===== config.mk =====
export PLATFORM = sky130hd
export DESIGN_NAME = gcd_cordic_cell
export DESIGN_NICKNAME = d
export VERILOG_FILES = /design/src/rtl/gcd_pkg.sv /design/src/rtl/gcd_cordic_cell.sv
export SDC_FILE = /design/constraint.sdc
export NUM_CORES = 1
export LEC_CHECK = 0
export ABC_CLOCK_PERIOD_IN_PS = 5600
export BUFFER_PORTS_ARGS = -buffer_cell sky130_fd_sc_hd__clkbuf_2
export CAP_MARGIN = 0
export CORE_MARGIN = 4
export CORE_UTILIZATION = 40
export DETAILED_ROUTE_END_ITERATION = 8
export GPL_TIMING_DRIVEN = 1
export PLACE_DENSITY = 0.64
export SLEW_MARGIN = 5
export SYNTH_ARGS = -nofsm -noshare
export SYNTH_HDL_FRONTEND = slang
export SYNTH_SLANG_ARGS = --single-unit

===== constraint.sdc =====
create_clock -name i_clk -period 5.6 [get_ports i_clk]
set_input_delay 0.28 -clock i_clk [delete_from_list [all_inputs] [get_ports i_clk]]
set_output_delay 0.28 -clock i_clk [all_outputs]
set_load 0.02 [all_outputs]

===== src/rtl/gcd_pkg.sv =====
// Shared constants and elaboration-time helpers for the great-circle distance block.
package gcd_pkg;

    // Default number of CORDIC iterations for rotation and vectoring.
    localparam int CORDIC_STEPS = 32;
    // Square-root cells, one per result bit.
    localparam int SQRT_BITS = 64;

    // Angle units are 1e-7 degree.
    localparam logic [32:0] TURN_UNITS         = 33'd3600000000;
    localparam logic [32:0] HALF_TURN_UNITS    = 33'd1800000000;
    localparam logic [30:0] HALF_TURN_NARROW   = 31'd1800000000;
    localparam logic [30:0] QUARTER_TURN_UNITS = 31'd900000000;

    // pi * 2^61 / 1.8e9 as integer part and 32-bit fraction.
    localparam logic [31:0] RAD_INT  = 32'd4024455254;
    localparam logic [30:0] RAD_FRAC = 31'd2092896623;

    localparam logic signed [63:0] INV_GAIN_Q62   = 64'sd2800459870029452961;
    localparam logic signed [63:0] QUARTER_PI_Q61 = 64'sh1921FB54442D1846;
    localparam logic [63:0]        RADIUS_MM      = 64'd6371000000;
    localparam logic [127:0]       ONE_Q124       = 128'd1 << 124;
    localparam logic [63:0]        ONE_Q62        = 64'd1 << 62;

    // Shift-and-subtract quotient, evaluated at elaboration only.
    function automatic logic [63:0] udiv_const(input logic [63:0] num, input logic [63:0] den);
        logic [63:0] quo;
        logic [64:0] rem;
        quo = '0;
        rem = '0;
        for (int b = 63; b >= 0; b--) begin
            rem = {rem[63:0], num[b]};
            if (rem >= {1'b0, den}) begin
                rem    = rem - {1'b0, den};
                quo[b] = 1'b1;
            end
        end
        return quo;
    endfunction

    // atan(2^-i) in Q61: pi/4 for the first step, else the truncated series.
    function automatic logic signed [63:0] atan_q61(input int unsigned i);
        logic signed [63:0] sum;
        logic [63:0]        term;
        int unsigned        e;
        sum = '0;
        if (i == 0) begin
            return QUARTER_PI_Q61;
        end
        for (int unsigned k = 0; k < 62; k++) begin
            e = i * (2 * k + 1);
            if (e <= 61) begin
                term = udiv_const(64'd1 << (61 - e), 64'(2 * k + 1));
                sum  = k[0] ? sum - $signed(term) : sum + $signed(term);
            end
        end
        return sum;
    endfunction

endpackage


===== src/rtl/gcd_cordic_cell.sv =====
// One CORDIC iteration cell, rotation or vectoring mode, registered outputs.
module gcd_cordic_cell #(
    parameter int STEP   = 0,
    parameter bit VECTOR = 1'b0
) (
    input  logic               i_clk,
    input  logic               i_en,
    input  logic signed [63:0] i_x,
    input  logic signed [63:0] i_y,
    input  logic signed [63:0] i_z,
    output logic signed [63:0] o_x,
    output logic signed [63:0] o_y,
    output logic signed [63:0] o_z
);

    localparam logic signed [63:0] ANGLE = gcd_pkg::atan_q61(STEP);

    logic signed [63:0] xs;
    logic signed [63:0] ys;
    logic               ccw;
    logic signed [63:0] r_x;
    logic signed [63:0] r_y;
    logic signed [63:0] r_z;

    assign xs  = i_x >>> STEP;
    assign ys  = i_y >>> STEP;
    // rotation drives z toward zero, vectoring drives y toward zero
    assign ccw = VECTOR ? i_y[63] : !i_z[63];

    always_ff @(posedge i_clk) begin
        if (i_en) begin
            if (ccw) begin
                r_x <= i_x - ys;
                r_y <= i_y + xs;
                r_z <= i_z - ANGLE;
            end else begin
                r_x <= i_x + ys;
                r_y <= i_y - xs;
                r_z <= i_z + ANGLE;
            end
        end
    end

    assign o_x = r_x;
    assign o_y = r_y;
    assign o_z = r_z;

endmodule


# Yosys cells after proc, flatten, opt, wreduce, memory -nomap -nowiden
# Cells that the tools add are included.
[totals]
register_bits = 192
latchBits = 0
mem_bits_rw = 0
mem_bits_ro = 0
inputBits = 194
output_inout_bits = 192
wordCells = 11
n_memories = 0
[classes]
addsub = 5
n_mul = 0
div_mod_pow = 0
n_lt_le_gt_ge = 0
eq_ne = 0
shift = 0
muxes = 3
bitwise = 0
n_reduce_logical = 0
[ops]
columns = ["op", "n"]
rows = [
  ["2-to-1 mux 64 bit", 3],
  ["subtractor 64 bit", 2],
  ["adder 64 x 62 -> 64 bit (second input constant)", 1],
  ["adder 64 bit", 1],
  ["subtractor 64 x 62 -> 64 bit (second input constant)", 1],
]

# Longest topological paths before layout
[depth]
ltp_word = 2
ltp_mapped = 16

# Worst setup path before layout
# No wires, ideal clock.
[synth_path]
kind = "input port to flip-flop"
from = "input i_z[63]"
to = "register r_z[62], in the netlist o_z[62] (data pin)"
setup_ns = 0.258
arrival_ns = 4.390
slack_ns = 0.953
path_stages = 14
path_buffers = 3
cell_sequence = "clkbuf_1 -> clkinv_1 -> clkbuf_1 -> clkbuf_1 -> ha_1 -> o21a_1 -> a211oi_1 -> or4b_4 -> a211o_1 -> a2111oi_4 -> o21ai_2 -> a2111oi_2 -> nor2_1 -> xnor2_1"
[synth_via]
elab_chain_cells = 1
[synth_lines]
columns = ["element", "line_no", "rtl"]
rows = [
  ["start, declared", "gcd_cordic_cell.sv:10", "input logic signed [63:0] i_z,"],
  ["2-to-1 mux 64 bit", "gcd_cordic_cell.sv:32", "if (ccw) begin"],
  ["end signal, assigned", "gcd_cordic_cell.sv:35", "r_z <= i_z - ANGLE;"],
  ["end signal, assigned", "gcd_cordic_cell.sv:39", "r_z <= i_z + ANGLE;"],
  ["end, declared", "gcd_cordic_cell.sv:23", "logic signed [63:0] r_z;"],
]
# No other way between the ends.
# A chain may end at the register's enable or synchronous reset.

# Worst setup path after layout
[layout_path]
from = "input i_z[63]"
to = "register r_z[59], in the netlist o_z[59] (data pin)"
# Same word-level chain as after synthesis.

==> flow_metrics.env <==
export IMPL_arrival_ns=4.46
export IMPL_yosysSeqAreaShare=0.266
export IMPL_grt_pass1_wl_um=124000
export IMPL_drt_total_wl_um=83100
export IMPL_leakagePower_nw=10.6
export IMPL_start_util=0.407
export IMPL_antenna_found_initial=8
export IMPL_synth_area_top_cells="edfxtp_1 27%, ha_1 15%, a21oi_1 8.5%"
export IMPL_holdCritPathClass="primary input to register"
export IMPL_peakVddDrop_uv=261
export IMPL_ioPinCount=386
export IMPL_cts_made_buffers=17
export IMPL_gp_congestion=0.999
export IMPL_dp_hpwl_um=67900
export IMPL_combPwrFrac=0.462
export IMPL_final_common_cell="clkbuf_2"
export IMPL_power_density_nw_per_um2=241
export IMPL_fin_crit_sh=0.755
export IMPL_first_pass_iters=6
export IMPL_swShare=0.429
export IMPL_synth_cell_type_count=90
export IMPL_cap_violations=0
export IMPL_start_kind="primary input"
export IMPL_wire_per_inst_um=22.9
export IMPL_yosysTopAreaCell="edfxtp_1"
export IMPL_cts_sinks=191
export IMPL_async_reset_ff_frac=0
export IMPL_max_freq_mhz=237
export IMPL_fp_row_count=84
export IMPL_postSynthCellCount=2642
export IMPL_crit_fanout=44
export IMPL_critPathKind="primary input to register"
export IMPL_final_layout_size_suffix_gt1_frac=0.160
export IMPL_fin_ws_ns=1.37
export IMPL_cts_buffer_depth=2
export IMPL_avgSynthCellArea_um2=8.16
export IMPL_grt_pass1_vias=21100
export IMPL_status="completed"
export IMPL_coreArea_um2=53000
export IMPL_p_clk_frac=0.201
export IMPL_die_w_um=240
export IMPL_mostFrequentLayoutCells="383 x clkbuf_2, 367 x a21oi_1, 251 x ha_1"
export IMPL_place_ws_ns=0.853
export IMPL_slew_violations=0
export IMPL_drc=0
export IMPL_max_slew_margin_rel=0.286
export IMPL_ant_nets=0
export IMPL_grt_max_degree=102
export IMPL_num_vias=21900
export IMPL_ctsHtreeMaxLevel=4
export IMPL_grt_usage=0.277
export IMPL_finalSetupTns_ns=0
export IMPL_syn_nets=3091
export IMPL_yosysWarnings=0
export IMPL_clkTransAtPathRegs_ns=0.08
export IMPL_cts_setup_buffers=0
export IMPL_setup_viol=0
export IMPL_die_height_um=240
export IMPL_cp_end_kind="register"
export IMPL_portBuffers=385
export IMPL_ys_ff_latch=191
export IMPL_cp_data_required_time_ns=5.83
export IMPL_p_int_mw=3.38
export IMPL_synth_top_area_share=0.266
export IMPL_seqPwrFrac=0.337
export IMPL_switchingPower_mw=2.53
export IMPL_cts_tree="built"
export IMPL_rsz0062_at_grt="no"
export IMPL_fin_nets=3378
export IMPL_synth_area_um2=21600
export IMPL_timing_hold_ws_ns=0.0870
export IMPL_first_iter_violations=2097
export IMPL_area_growth_syn_to_layout_pct=13.4
export IMPL_drt_vias_per_instance=6.03
export IMPL_cts_root_buf="clkbuf_16"
export IMPL_worst_pin_slew_ns=1.07
export IMPL_hold_viol=0
export IMPL_ys_flop_type="edfxtp_1"
export IMPL_synth_edff_count=191
export IMPL_fin_crit_ns=4.23
export IMPL_dieArea_um2=57700
export IMPL_grt_overflow=0
[power groups by stage]
stage                     Clock, mW  Sequential, mW  Combinational (mW)
after floorplan                   0            2.32                1.45
after global placement            0            2.02                2.67
after detailed placement          0            2.03                2.68
after CTS                      1.22            2.00                2.70
after global routing           1.26            2.01                2.94
final                          1.19            1.99                2.73
[cells by family after synthesis]
| logic type | share of synthesized area |
|---|---|
| adders and majority gates | 0.149 |
| AOI/OAI and AO/OA | 0.286 |
| xor gates and xnor gates | 0.0723 |
| buffers and inverters | 0.0634 |
| DFF | 0.266 |
| muxes | 0.0140 |
| and+or+nand+nor | 0.149 |
[path summary, 6_finish.rpt]
path / start / endpoint / depth (start not counted)
max: i_z[63] / o_z[59]$_DFFE_PP_ / 13
min: i_z[1] / o_z[1]$_DFFE_PP_ / 2
[sequential cells by signal, indices dropped and copies added, names as in the netlist]
signal / count
o_y: 63
o_x: 64
o_z: 64
[layer usage]
layer  part of all wire  wire, um  up-vias  track usage
met5            0.00032        27        -            0
met4              0.033      2780        4       0.0974
met3              0.080      6630      140       0.0473
met2               0.46     38300      960        0.455
met1               0.43     35300    10500        0.369
li1                   -         -    10300            -
[critical path, stage by stage]
cell      delay (ns)
buf_6           0.26
clkinv_2        0.67
ha_1            0.64
a21o_1          0.20
a21oi_1         0.25
nand3_1         0.15
a21oi_1         0.30
o21ai_1         0.20
a31oi_1         0.49
o21ai_2         0.18
a31oi_1         0.49
o41ai_1         0.17
xor2_1          0.16
[synth_stat cells, drive strengths merged, types with 5 or more instances]
library cell and number:
o221ai 9, or4 8, nor2b 26, a211o 5, nand2b 18, o41ai 6
buf 43, o31ai 31, ha 251, xnor2 137, clkbuf 82, o21a 25
a21oi 369, a2111oi 8, inv 218, a311oi 10, a31oi 21, nand2 162
o31a 8, a221oi 17, and2 12, or2 13, o211ai 17, nor3 51
o21bai 81, nand3b 5, o2111ai 5, clkinv 5, nor4 32, a21boi 13
xor2 41, mux2i 28, or3 14, nand3 37, o211a 9, nand4 65
a211oi 31, and3 13, edfxtp 191, a41oi 7, a31o 6, a21o 62
o21ai 208, nor2 197
[final cells by class]
class	count	area, um2
Tap cell	688	861
Inverter	223	838
Fill cell	5403	28500
Antenna cell	3	7.51
Sequential cell	191	5740
Multi-Input combinational cell	2103	14500
Timing Repair Buffer	393	2020
Clock buffer	18	429
Clock inverter	14	113
[stage by stage]
| step | total power, mW | cells | area, um2 | utilization |
|---|---|---|---|---|
| 4_1_cts | 5.91 | 3630 | 24500 | 0.462 |
| 2_1_floorplan | 3.77 | 2642 | 21600 | - |
| 6_report | 5.91 | 3633 | 24500 | 0.462 |
| 3_3_place_gp | 4.69 | 3597 | 23900 | 0.451 |
| 3_5_place_dp | 4.70 | 3597 | 23900 | 0.451 |
| 5_1_grt | 6.22 | 3630 | 24500 | 0.462 |
[repair_timing]
| action | in CTS | in global routing |
|---|---|---|
| endpoints found under the hold margin | 1 | 0 |
| gates resized for setup | 0 | 0 |
| hold buffers | 1 | 0 |
(Power assumes the default switching activity.)
