File: src/rtl/gcd_sqrt_cell.sv
// One bit of a restoring integer square root, registered outputs.
module gcd_sqrt_cell #(
    parameter int BIT = 0
) (
    input  logic         i_clk,
    input  logic         i_en,
    input  logic [127:0] i_rem,
    input  logic [63:0]  i_root,
    output logic [127:0] o_rem,
    output logic [63:0]  o_root
);

    localparam logic [127:0] SQ = 128'd1 << (2 * BIT);

    logic [127:0] trial;
    logic [127:0] r_rem;
    logic [63:0]  r_root;

    // (root + 2^bit)^2 - root^2
    assign trial = ({64'd0, i_root} << (BIT + 1)) + SQ;

    always_ff @(posedge i_clk) begin
        if (i_en) begin
            if (i_rem >= trial) begin
                r_rem  <= i_rem - trial;
                r_root <= i_root | (64'd1 << BIT);
            end else begin
                r_rem  <= i_rem;
                r_root <= i_root;
            end
        end
    end

    assign o_rem  = r_rem;
    assign o_root = r_root;

endmodule

File: config.mk
export PLATFORM = sky130hd
export DESIGN_NAME = gcd_sqrt_cell
export DESIGN_NICKNAME = d
export VERILOG_FILES = /design/src/rtl/gcd_sqrt_cell.sv
export SDC_FILE = /design/constraint.sdc
export NUM_CORES = 1
export LEC_CHECK = 0
export BUFFER_PORTS_ARGS = -buffer_cell sky130_fd_sc_hd__buf_2
export CORE_MARGIN = 5
export CORE_UTILIZATION = 40
export DETAILED_ROUTE_END_ITERATION = 8
export PLACE_DENSITY = 0.69
export SLEW_MARGIN = 20
export SYNTH_ARGS = -nofsm -noshare
export SYNTH_HDL_FRONTEND = slang
export SYNTH_SLANG_ARGS = --single-unit
File: constraint.sdc
create_clock -name i_clk -period 4 [get_ports i_clk]
set_input_delay 0.8 -clock i_clk [delete_from_list [all_inputs] [get_ports i_clk]]
set_output_delay 0.8 -clock i_clk [all_outputs]
set_load 0.01 [all_outputs]
Word level (Yosys, flattened, before mapping)

Cells that the tools add are included.

Magnitude comparators: 1
$add $sub $neg: 2
Multiply operators: 0
Bitwise logic cells: 0
Eq/ne operators: 0
Multiplexer cells: 1
Div/mod/pow operators: 0
Reduce and logical (&&, ||, !) cells: 0
Shift-type cells: 0

Operators with widths:

| cell                  | count |
|---|---|
| $ge 128x66->1         | 1 |
| $mux 128              | 1 |
| $sub 128x66->128      | 1 |
| $add 65x1->66 const B | 1 |

Memory bits (writable): 0
Memory bits (read-only): 0
Output and inout bits: 192
Register bits after elaboration: 192
Memories: 0
Word-level logic and storage cells: 7
Bits in latches: 0

Logic depth before layout (Yosys ltp)

Gate-level depths: netlist of run 1.

Depth in word-level cells: 3
Gate-level depth with buffers: 14
Gate-level depth less buffers: 13

Worst setup path before layout of run 1

Ideal clock, no wire load.

Path kind: input -> register
Start point: input port i_root[0]
End point: register r_rem[98] (netlist: o_rem[98]), data pin
Stages: 12
Arrival: 3.745 ns
Setup time: 0.256 ns
Path slack: -0.001 ns
Path through: inv_1 > fa_1 > a21oi_1 > o221ai_1 > a2111oi_0 > nor3_1 > o211ai_1 > a31oi_1 > a31oi_1 > o21ai_2 > o31a_1 > a31o_2

Word-level cells in the longest chain between the ends: 3
Elaborated cells between the ends (all ways): 4
Those cells by class: add/sub (2); order compare (1); mux (1)

Ends and longest elaborated chain:

| element                                           | RTL line | text |
|---|---|---|
| from (decl)                                       | 8        | `input logic [63:0] i_root,` |
| $add 65x1->66 (*)                                 | 20       | `assign trial = ({64'd0, i_root} << (BIT + 1)) + SQ;` |
| $sub 128x66->128 or $ge 128x66->1 (tied branches) | 25, 24   |  |
| $mux 128 (*)                                      | 24       | `if (i_rem >= trial) begin` |
| to (signal assigned)                              | 25       | `r_rem <= i_rem - trial;` |
| to (signal assigned)                              | 28       | `r_rem <= i_rem;` |
| to (decl)                                         | 16       | `logic [127:0] r_rem;` |

Every way passes the cells marked *; elsewhere a longest branch is shown, timed or not.
A chain may end at the register's enable or synchronous reset.

Worst setup path in the final report of run 1

Start point: input port i_root[2]
End point: register r_rem[62] (netlist: o_rem[62]), data pin

The elaborated chain is that of the path after synthesis.

==> flow_summary.toml, run 1 <==
[status]
outcome = "finished, final reports clean"

[sta]
relSlewSlack_pct = 57.2
hold_violations = 0
setup_viol_count_final = 0
tightest_slew_ns = 0.635
maxSlewViolCount = 0
min_period_ns = 3.86
fmax_ghz = 0.259
fin_crit_sh_pct = 96.4

[synth]
synth_top_family_by_area = "simple AND/OR/NAND/NOR gates"
synth.area.top_cells = "edfxtp_1 46%, ha_1 6.5%, xor2_1 5.7%"
synth_nets = 1538
synth_simple_gate_area_share_pct = 17.5
ys_warn_count = 0
ys_seq_area_share_pct = 46.1
synth_fa_ha_area_share_pct = 6.67
yosysTopAreaCell = "edfxtp_1"
postSynthCellCount = 1278
muxShareOfSynthArea_pct = 0.901
synth_edf_count = 192
yosysMostFrequentCell = "edfxtp_1"
synth_xor_area_share_pct = 8.62
ys_async_sr_fraction_pct = 0
ys_seq_elements = 192
synth_common_cells = "192 x edfxtp_1, 138 x a21oi_1, 136 x nor2_1"
synthFlopType = "edfxtp_1"
synth_compound_area_share_pct = 15.8
synth_cell_types = 67
syn-cell-area_mm2 = 0.0125
yosys.area.top_type_share_pct = 46.1
avgSynthCellArea_um2 = 9.78

[routing]
avgViaCountPerCell = 5.38
drt_pass1_iterations = 5
drt_iter0_drc = 936
wl_um = 43600
wl_met3_um = 3330
vias = 11900
drc = 0
top_layer = "met5"
wire_per_inst_um = 19.6
antenna_left = 0
wl_met1_um = 18000
met2_wirelength_um = 21200

[clock_network]
cts_tree = "yes"
cts.path.max_buffers = 2
clock-sinks = 192
ctsHoldBuffers = 0
cts-buffers-inserted = 17
cts_max_level = 4
root_buffer = "clkbuf_16"
path_clk_slew_ns = 0.08

[die]
die_x_um = 187
coreArea_mm2 = 0.0307
die_area_mm2 = 0.0349
ioPinCount = 386
fp.dieH_um = 187
start_util_pct = 40.6
num_rows = 64

[setup_path]
cp.required_ns = 4.22
critPathMaxStageDelay_ns = 0.38
arrival_ns = 4.07
critPathSlowestCell = "o221ai_1"
critPathKind = "in -> reg"
startpoint_type = "primary input"
crit_top_cell = "buf_4"
critPathBufInv = 5
crit_path_cell_trace = "buf_2 > inv_1 > ha_1 > nand3_1 > o221ai_1 > a2111oi_2 > buf_4 > nor3_1 > o211ai_1 > a31oi_1 > a31oi_2 > buf_4 > buf_4 > o41ai_1 > xor2_1 > mux2_2"
cp_top_family = "compound AO/OA/AOI/OAI gates"
path_max_fanout = 5
cp.depth = 16
end_kind = "register"

[global_route]
grt_pass1_wl_um = 67400
grt_max_degree = 79
antenna_found_initial = 5
grt_usage_pct = 24.2
first_global_vias = 12200
overflow = 0

[power_and_ir_drop]
power.leakage_nw = 7.40
power.density_mw_per_mm2 = 358
p_total_mw = 6.02
peakVddDrop_v = 0.000341

[placement]
numPortBuffers = 385
placed_area_mm2 = 0.0161
dp_hpwl_um = 35800
routabilityCongestion = 0.944

[layout]
design_area_mm2 = 0.0168
drive_gt1_share_pct = 34.5
final_util_pct = 54.6
area.growth.synth_to_final_pct = 34.4
fin_nets = 2067
fill_cells = 2833

[hold_path]
min_path_type = "in -> reg"
hold_depth = 1

[run]
maxCapViolations = 0
[flip-flops by register name, summed over array words and instances, names as in the netlist]
name    flops
o_root     64
o_rem     128
[metrics by stage]
| step | hold WS, ns | setup WS (ns) | cells | TNS [ns] |
|---|---|---|---|---|
| floorplan | 0.899 | 0.0246 | 1278 | 0 |
| global placement | 0.992 | -0.281 | 2182 | -7.47 |
| detailed placement | 0.992 | -0.368 | 2182 | -10.56 |
| CTS | 0.505 | 0.114 | 2214 | 0 |
| global route | 0.509 | -0.0254 | 2219 | -0.0275 |
| finish | 0.525 | 0.143 | 2222 | 0 |
[layout by cell type (no fill, tap or decap), types with 22 or more instances in the layout]
cell	count
or4_1	22
a21o_1	33
buf_4	176
a21oi_1	138
nand2_1	81
xor2_1	81
edfxtp_1	192
ha_1	65
xnor2_1	42
nor2_1	136
inv_1	84
buf_2	384
o21ai_0	53
nand4_1	37
nor3_1	40
[path summary, 6_finish.rpt]
path	start	endpoint	slack, ns
hold / removal	i_root[6]	o_root[6]	0.53
setup / recovery	i_root[2]	o_rem[62]	0.14
[cell families after synthesis]
logic type / Yosys count
flip-flops: 192
buffers and inverters: 140
XOR/XNOR: 123
AO/OA/AOI/OAI: 322
AND/OR/NAND/NOR: 425
multiplexers: 10
adder cells (fa/ha/maj): 66
[metal layers]
metal | vias up | track usage, %
li1 | 5789 | -
met1 | 5597 | 29.8
met2 | 480 | 41.5
met3 | 76 | 6.67
met4 | 2 | 7.42
met5 | - | 0
[power breakdown]
group	switching (mW)	internal [mW]
clock network	0.809	0.993
registers	0.0584	2.49
logic	0.941	0.725
[area by class of cell]
| type | instances | area (um2) | area share (%) |
|---|---|---|---|
| tap | 396 | 495 | 2.95 |
| antenna | 6 | 15.0 | 0.0894 |
| timing repair buffer | 566 | 3360 | 20.0 |
| sequential | 192 | 5770 | 34.3 |
| clock inverter | 15 | 184 | 1.10 |
| inverter | 84 | 315 | 1.88 |
| clock buffer | 17 | 425 | 2.53 |
| multi-input combinational | 946 | 6230 | 37.1 |
[repair_timing]
item	CTS	global route
buffers inserted	0	2
endpoints found under the setup margin	0	15
gates resized for setup	0	5
(Power assumes the default switching activity.)
==> inputs of run 2 (changes only) <==
--- a/config.mk
+++ b/config.mk
@@ -6,10 +6,12 @@
 export NUM_CORES = 1
 export LEC_CHECK = 0
 export BUFFER_PORTS_ARGS = -buffer_cell sky130_fd_sc_hd__buf_2
+export CAP_MARGIN = 40
 export CORE_MARGIN = 5
 export CORE_UTILIZATION = 40
 export DETAILED_ROUTE_END_ITERATION = 8
 export PLACE_DENSITY = 0.69
+export REMOVE_ABC_BUFFERS = 1
 export SLEW_MARGIN = 20
 export SYNTH_ARGS = -nofsm -noshare
 export SYNTH_HDL_FRONTEND = slang
==> run 2 against run 1 <==
  * Worst hold slack gained 0.0096 ns
  * Total power fell by 2.0%
  * Critical path depth shrank 3
  * Final cell count grew 1.2%
  * Fmax increased by 1.5%
  * Worst setup slack improved by 0.056 ns
  * Flip-flop and latch count is the same
  * Critical endpoint is now o_rem[100]
==> flow_summary.toml, run 2 (same netlist as run 1, synthesis figures left out) <==
[sta]
fmax_ghz = 0.263
fin_crit_sh_pct = 95.0
rsz0062_at_grt = "no"
tightest_slew_ns = 0.672
min_period_ns = 3.80
fin_setup_tns_ns = 0
worst_slack_ns = 0.199
setup_viol_count_final = 0
fin_hold_ws_ns = 0.535
relSlewSlack_pct = 55.2
hold_violations = 0
maxSlewViolCount = 0

[setup_path]
cp_top_family = "simple AND/OR/NAND/NOR gates"
critPathBufInv = 3
critPathMaxStageDelay_ns = 0.61
cp.required_ns = 4.20
end_kind = "register"
arrival_ns = 4.00
crit_path_cell_trace = "buf_2 > or4_1 > or3_1 > nor4_4 > nand3_1 > or3_1 > o211ai_4 > buf_4 > o2111ai_1 > buf_4 > or4_1 > nor2_1 > xor2_1"
startpoint = "i_rem[90]"
critPathKind = "in -> reg"
critPathSlowestCell = "or4_1"
path_max_fanout = 5
startpoint_type = "primary input"

[layout]
layout_commonest_cell = "buf_2"
drive_gt1_share_pct = 35.4
largest_reg_flops = 128
instances_no_fill = 2248
final_util_pct = 55.0
layout_common_cells = "384 x buf_2, 209 x buf_4, 192 x edfxtp_1"
area.growth.synth_to_final_pct = 35.4
fin_nets = 2099

[power_and_ir_drop]
power.leakage_nw = 7.51
swShare_pct = 30.8
p_int_mw = 4.08
power_frac_comb_pct = 28.8
switching_power_mw = 1.82
seq_power_share_pct = 43.2
clockPowerShare_pct = 28.0
power.density_mw_per_mm2 = 349
peakVddDrop_v = 0.000238

[clock_network]
cts-buffers-inserted = 17
cts_max_level = 4
root_buffer = "clkbuf_16"
cts_tree = "yes"
path_clk_slew_ns = 0.08
cts.path.max_buffers = 2
clock-sinks = 192
ctsHoldBuffers = 0

[routing]
wl_um = 44600
drc = 0
wire_per_inst_um = 19.9
antenna_left = 0
avgViaCountPerCell = 5.44
vias = 12200
drt_iter0_drc = 928
drt_pass1_iterations = 5

[die]
num_rows = 64
start_util_pct = 40.6
ioPinCount = 386
die_x_um = 187
die_area_mm2 = 0.0349
coreArea_mm2 = 0.0307
fp.dieH_um = 187

[global_route]
grt_usage_pct = 24.4
overflow = 0
grt_max_degree = 84
antenna_found_initial = 7
first_global_vias = 12000
grt_pass1_wl_um = 67900

[placement]
preCtsSetupSlack_ns = -0.283
routabilityCongestion = 0.909
dp_hpwl_um = 36300
dp.cells = 2216
numPortBuffers = 385

[run]
maxCapViolations = 0

[hold_path]
min_path_type = "in -> reg"
hp-start = "i_root[34]"

[status]
outcome = "finished, final reports clean"
-- run 2: cell types whose count changed in the layout (fill, tap and decap cells not counted), moves of 2 or more --
cell,change
bufinv_16,-2
inv_6,-2
clkinv_4,-2
clkinv_2,+3
buf_4,+33
clkinv_1,+3
inv_8,-2
diode_2,-5
-- run 2: per-layer routing --
| layer | track usage, % | wire length [um] | vias to the layer above |
|---|---|---|---|
| met2 | 42.0 | 21800 | 535 |
| li1 | - | - | 5833 |
| met5 | 0 | 56 | - |
| met3 | 5.96 | 3460 | 62 |
| met4 | 6.37 | 797 | 10 |
| met1 | 31.1 | 18600 | 5780 |
-- run 2: stage by stage --
step | area, um2 | power (mW)
5_1_grt | 16900 | 6.17
3_5_place_dp | 16400 | 4.27
2_1_floorplan | 12300 | 3.41
4_1_cts | 16900 | 5.91
6_report | 16900 | 5.90
3_3_place_gp | 16400 | 4.26
-- run 2: final timing paths --
| kind | endpoint | cells after the start |
|---|---|---|
| setup / recovery | o_rem[100] | 13 |
| hold / removal | o_root[34] | 1 |
-- run 2: final cells by class --
| class | instances | area [um2] |
|---|---|---|
| Tap cell | 396 | 495 |
| Multi-Input combinational cell | 946 | 6230 |
| Inverter | 84 | 315 |
| Clock inverter | 14 | 100 |
| Antenna cell | 1 | 2.50 |
| Fill cell | 2840 | 13800 |
| Clock buffer | 17 | 425 |
| Timing Repair Buffer | 598 | 3580 |
| Sequential cell | 192 | 5770 |
-- run 2: timing repair --
action | in CTS | in global routing
resized for setup | 0 | 5
hold endpoints to repair | 0 | 0
endpoints found under the setup margin | 0 | 9
setup buffers | 0 | 0
-- run 2: power by group through the flow --
stage	clock, mW	combinational (mW)	sequential, mW
after global routing	1.76	1.84	2.56
after floorplan	0	0.696	2.71
final	1.65	1.70	2.55
after CTS	1.67	1.70	2.55
after detailed placement	0	1.68	2.59
after global placement	0	1.67	2.59
==> inputs of run 3 (changes only) <==
--- a/config.mk
+++ b/config.mk
@@ -5,12 +5,12 @@
 export SDC_FILE = /design/constraint.sdc
 export NUM_CORES = 1
 export LEC_CHECK = 0
-export BUFFER_PORTS_ARGS = -buffer_cell sky130_fd_sc_hd__buf_2
+export BUFFER_PORTS_ARGS = -buffer_cell sky130_fd_sc_hd__buf_4
 export CAP_MARGIN = 40
 export CORE_MARGIN = 5
 export CORE_UTILIZATION = 40
 export DETAILED_ROUTE_END_ITERATION = 8
-export PLACE_DENSITY = 0.69
+export PLACE_DENSITY = 0.67
 export REMOVE_ABC_BUFFERS = 1
 export SLEW_MARGIN = 20
 export SYNTH_ARGS = -nofsm -noshare
==> constraint.sdc (replaced) <==
create_clock -name i_clk -period 4.65 [get_ports i_clk]
set_input_delay 0.93 -clock i_clk [delete_from_list [all_inputs] [get_ports i_clk]]
set_output_delay 0.93 -clock i_clk [all_outputs]
set_load 0.01 [all_outputs]
==> run 3 against run 2 <==
  * Combinational power decreased by 15%
  * Clock-buffer cell count increased by 2
  * Flip-flop and latch count unchanged
  * Largest power group unchanged
  * Sequential share of layout area increased by 0.51 points
  * Critical path depth increased by 3
  * Largest cell class unchanged
  * Die area unchanged
  * Worst setup slack improved by 0.029 ns
  * Critical endpoint is now o_rem[126]
  * Worst hold slack improved by 0.13 ns
==> flow_summary.toml, run 3 (same netlist as run 1, synthesis figures left out) <==
[hold_path]
min_path_type = "in -> reg"
hp-start = "i_root[34]"
holdPathEnd = "o_root[34]"
hold_depth = 1

[setup_path]
critPathKind = "in -> reg"
path_max_fanout = 8
startpoint_type = "primary input"
end_kind = "register"
arrival_ns = 4.61
startpoint = "i_root[10]"
cp.required_ns = 4.84

[clock_network]
cts_max_level = 4
clock-sinks = 192
ctsHoldBuffers = 0
path_clk_slew_ns = 0.08
root_buffer = "clkbuf_16"
cts.path.max_buffers = 2
post_cts_resized = 0
cts-buffers-inserted = 17
cts_tree = "yes"
postCtsSetupBuffers = 0

[layout]
drive_gt1_share_pct = 29.2
area.growth.synth_to_final_pct = 33.4
largest_reg_flops = 128
num_antenna_cells = 0
fin_nets = 1939
fill_cells = 2839
instances_no_fill = 2088
layout_commonest_cell = "buf_4"
layout_common_cells = "435 x buf_4, 192 x edfxtp_1, 138 x a21oi_1"

[routing]
wl_met3_um = 3410
wl_met1_um = 18600
antenna_left = 0
drc = 0
avgViaCountPerCell = 5.53
drt_pass1_iterations = 5
wire_per_inst_um = 21.1
drt_iter0_drc = 1010
wl_um = 44100
met2_wirelength_um = 21300
top_layer = "met5"
vias = 11500

[status]
outcome = "finished, final reports clean"

[sta]
fin_hold_ws_ns = 0.660
rsz0062_at_grt = "no"
fmax_ghz = 0.226
min_period_ns = 4.42
setup_viol_count_final = 0
fin_setup_tns_ns = 0
relSlewSlack_pct = 42.2
maxSlewViolCount = 0
fin_crit_sh_pct = 95.1
tightest_slew_ns = 0.867
hold_violations = 0

[placement]
routabilityCongestion = 0.874
dp.cells = 2056
dp_hpwl_um = 35600
numPortBuffers = 385

[power_and_ir_drop]
swShare_pct = 30.0
p_total_mw = 5.15
p_int_mw = 3.60
peakVddDrop_v = 0.000225
clockPowerShare_pct = 29.0
power_frac_comb_pct = 28.1
seq_power_share_pct = 42.9
power.leakage_nw = 7.09
power.density_mw_per_mm2 = 309
switching_power_mw = 1.54

[die]
fp.dieH_um = 187
die_area_mm2 = 0.0349
coreArea_mm2 = 0.0307
num_rows = 64
ioPinCount = 386
die_x_um = 187
start_util_pct = 40.6

[global_route]
grt_pass1_wl_um = 67100
grt_max_degree = 123
grt_usage_pct = 24.2
overflow = 0
antenna_found_initial = 1
first_global_vias = 11600

[run]
maxCapViolations = 0
run 3: per-stage QoR:
stage	area (um2)	util [%]	setup slack [ns]
final	16700	54.2	0.228
after global routing	16700	54.2	0.102
after CTS	16700	54.2	0.309
after detailed placement	16100	52.3	-0.171
after global placement	16100	52.3	-0.109
after floorplan	12300	-	-2.53
run 3: area by class of cell:
class	count	area (um2)	area share [%]
Timing Repair Buffer	438	3320	19.9
Tap cell	396	495	2.97
Clock inverter	13	136	0.818
Clock buffer	19	433	2.60
Inverter	84	315	1.89
Sequential cell	192	5770	34.6
Multi-Input combinational cell	946	6200	37.2
run 3: worst max-delay path by stage:
stage                            end  slack (ns)
after global routing      o_rem[126]        0.10
final                     o_rem[126]        0.23
after CTS                 o_rem[126]        0.31
after floorplan           o_rem[100]       -2.53
after global placement     o_rem[94]       -0.11
after detailed placement  o_rem[126]       -0.17
run 3: metal layers:
layer / global-route usage, % / vias up
li1: - / 5517
met1: 30.9 / 5485
met2: 41.6 / 491
met3: 6.28 / 46
met4: 5.57 / 2
met5: 0 / -
run 3: power by group through the flow:
stage	Combinational [mW]	Clock, mW	Sequential, mW
floorplan	0.599	0	2.33
global placement	1.43	0	2.24
detailed placement	1.44	0	2.24
CTS	1.45	1.52	2.21
global route	1.56	1.59	2.22
finish	1.45	1.49	2.21
run 3: worst max-delay path: stages:
cell	delay, ns
buf_4	0.09
inv_1	0.04
ha_1	0.42
a21oi_1	0.16
o211ai_1	0.23
a2111oi_0	0.11
buf_4	0.16
nor3_1	0.35
o211ai_1	0.21
a31oi_1	0.48
a31oi_1	0.17
buf_4	0.19
o21ai_2	0.53
buf_4	0.30
nor4_2	0.06
xor2_1	0.16
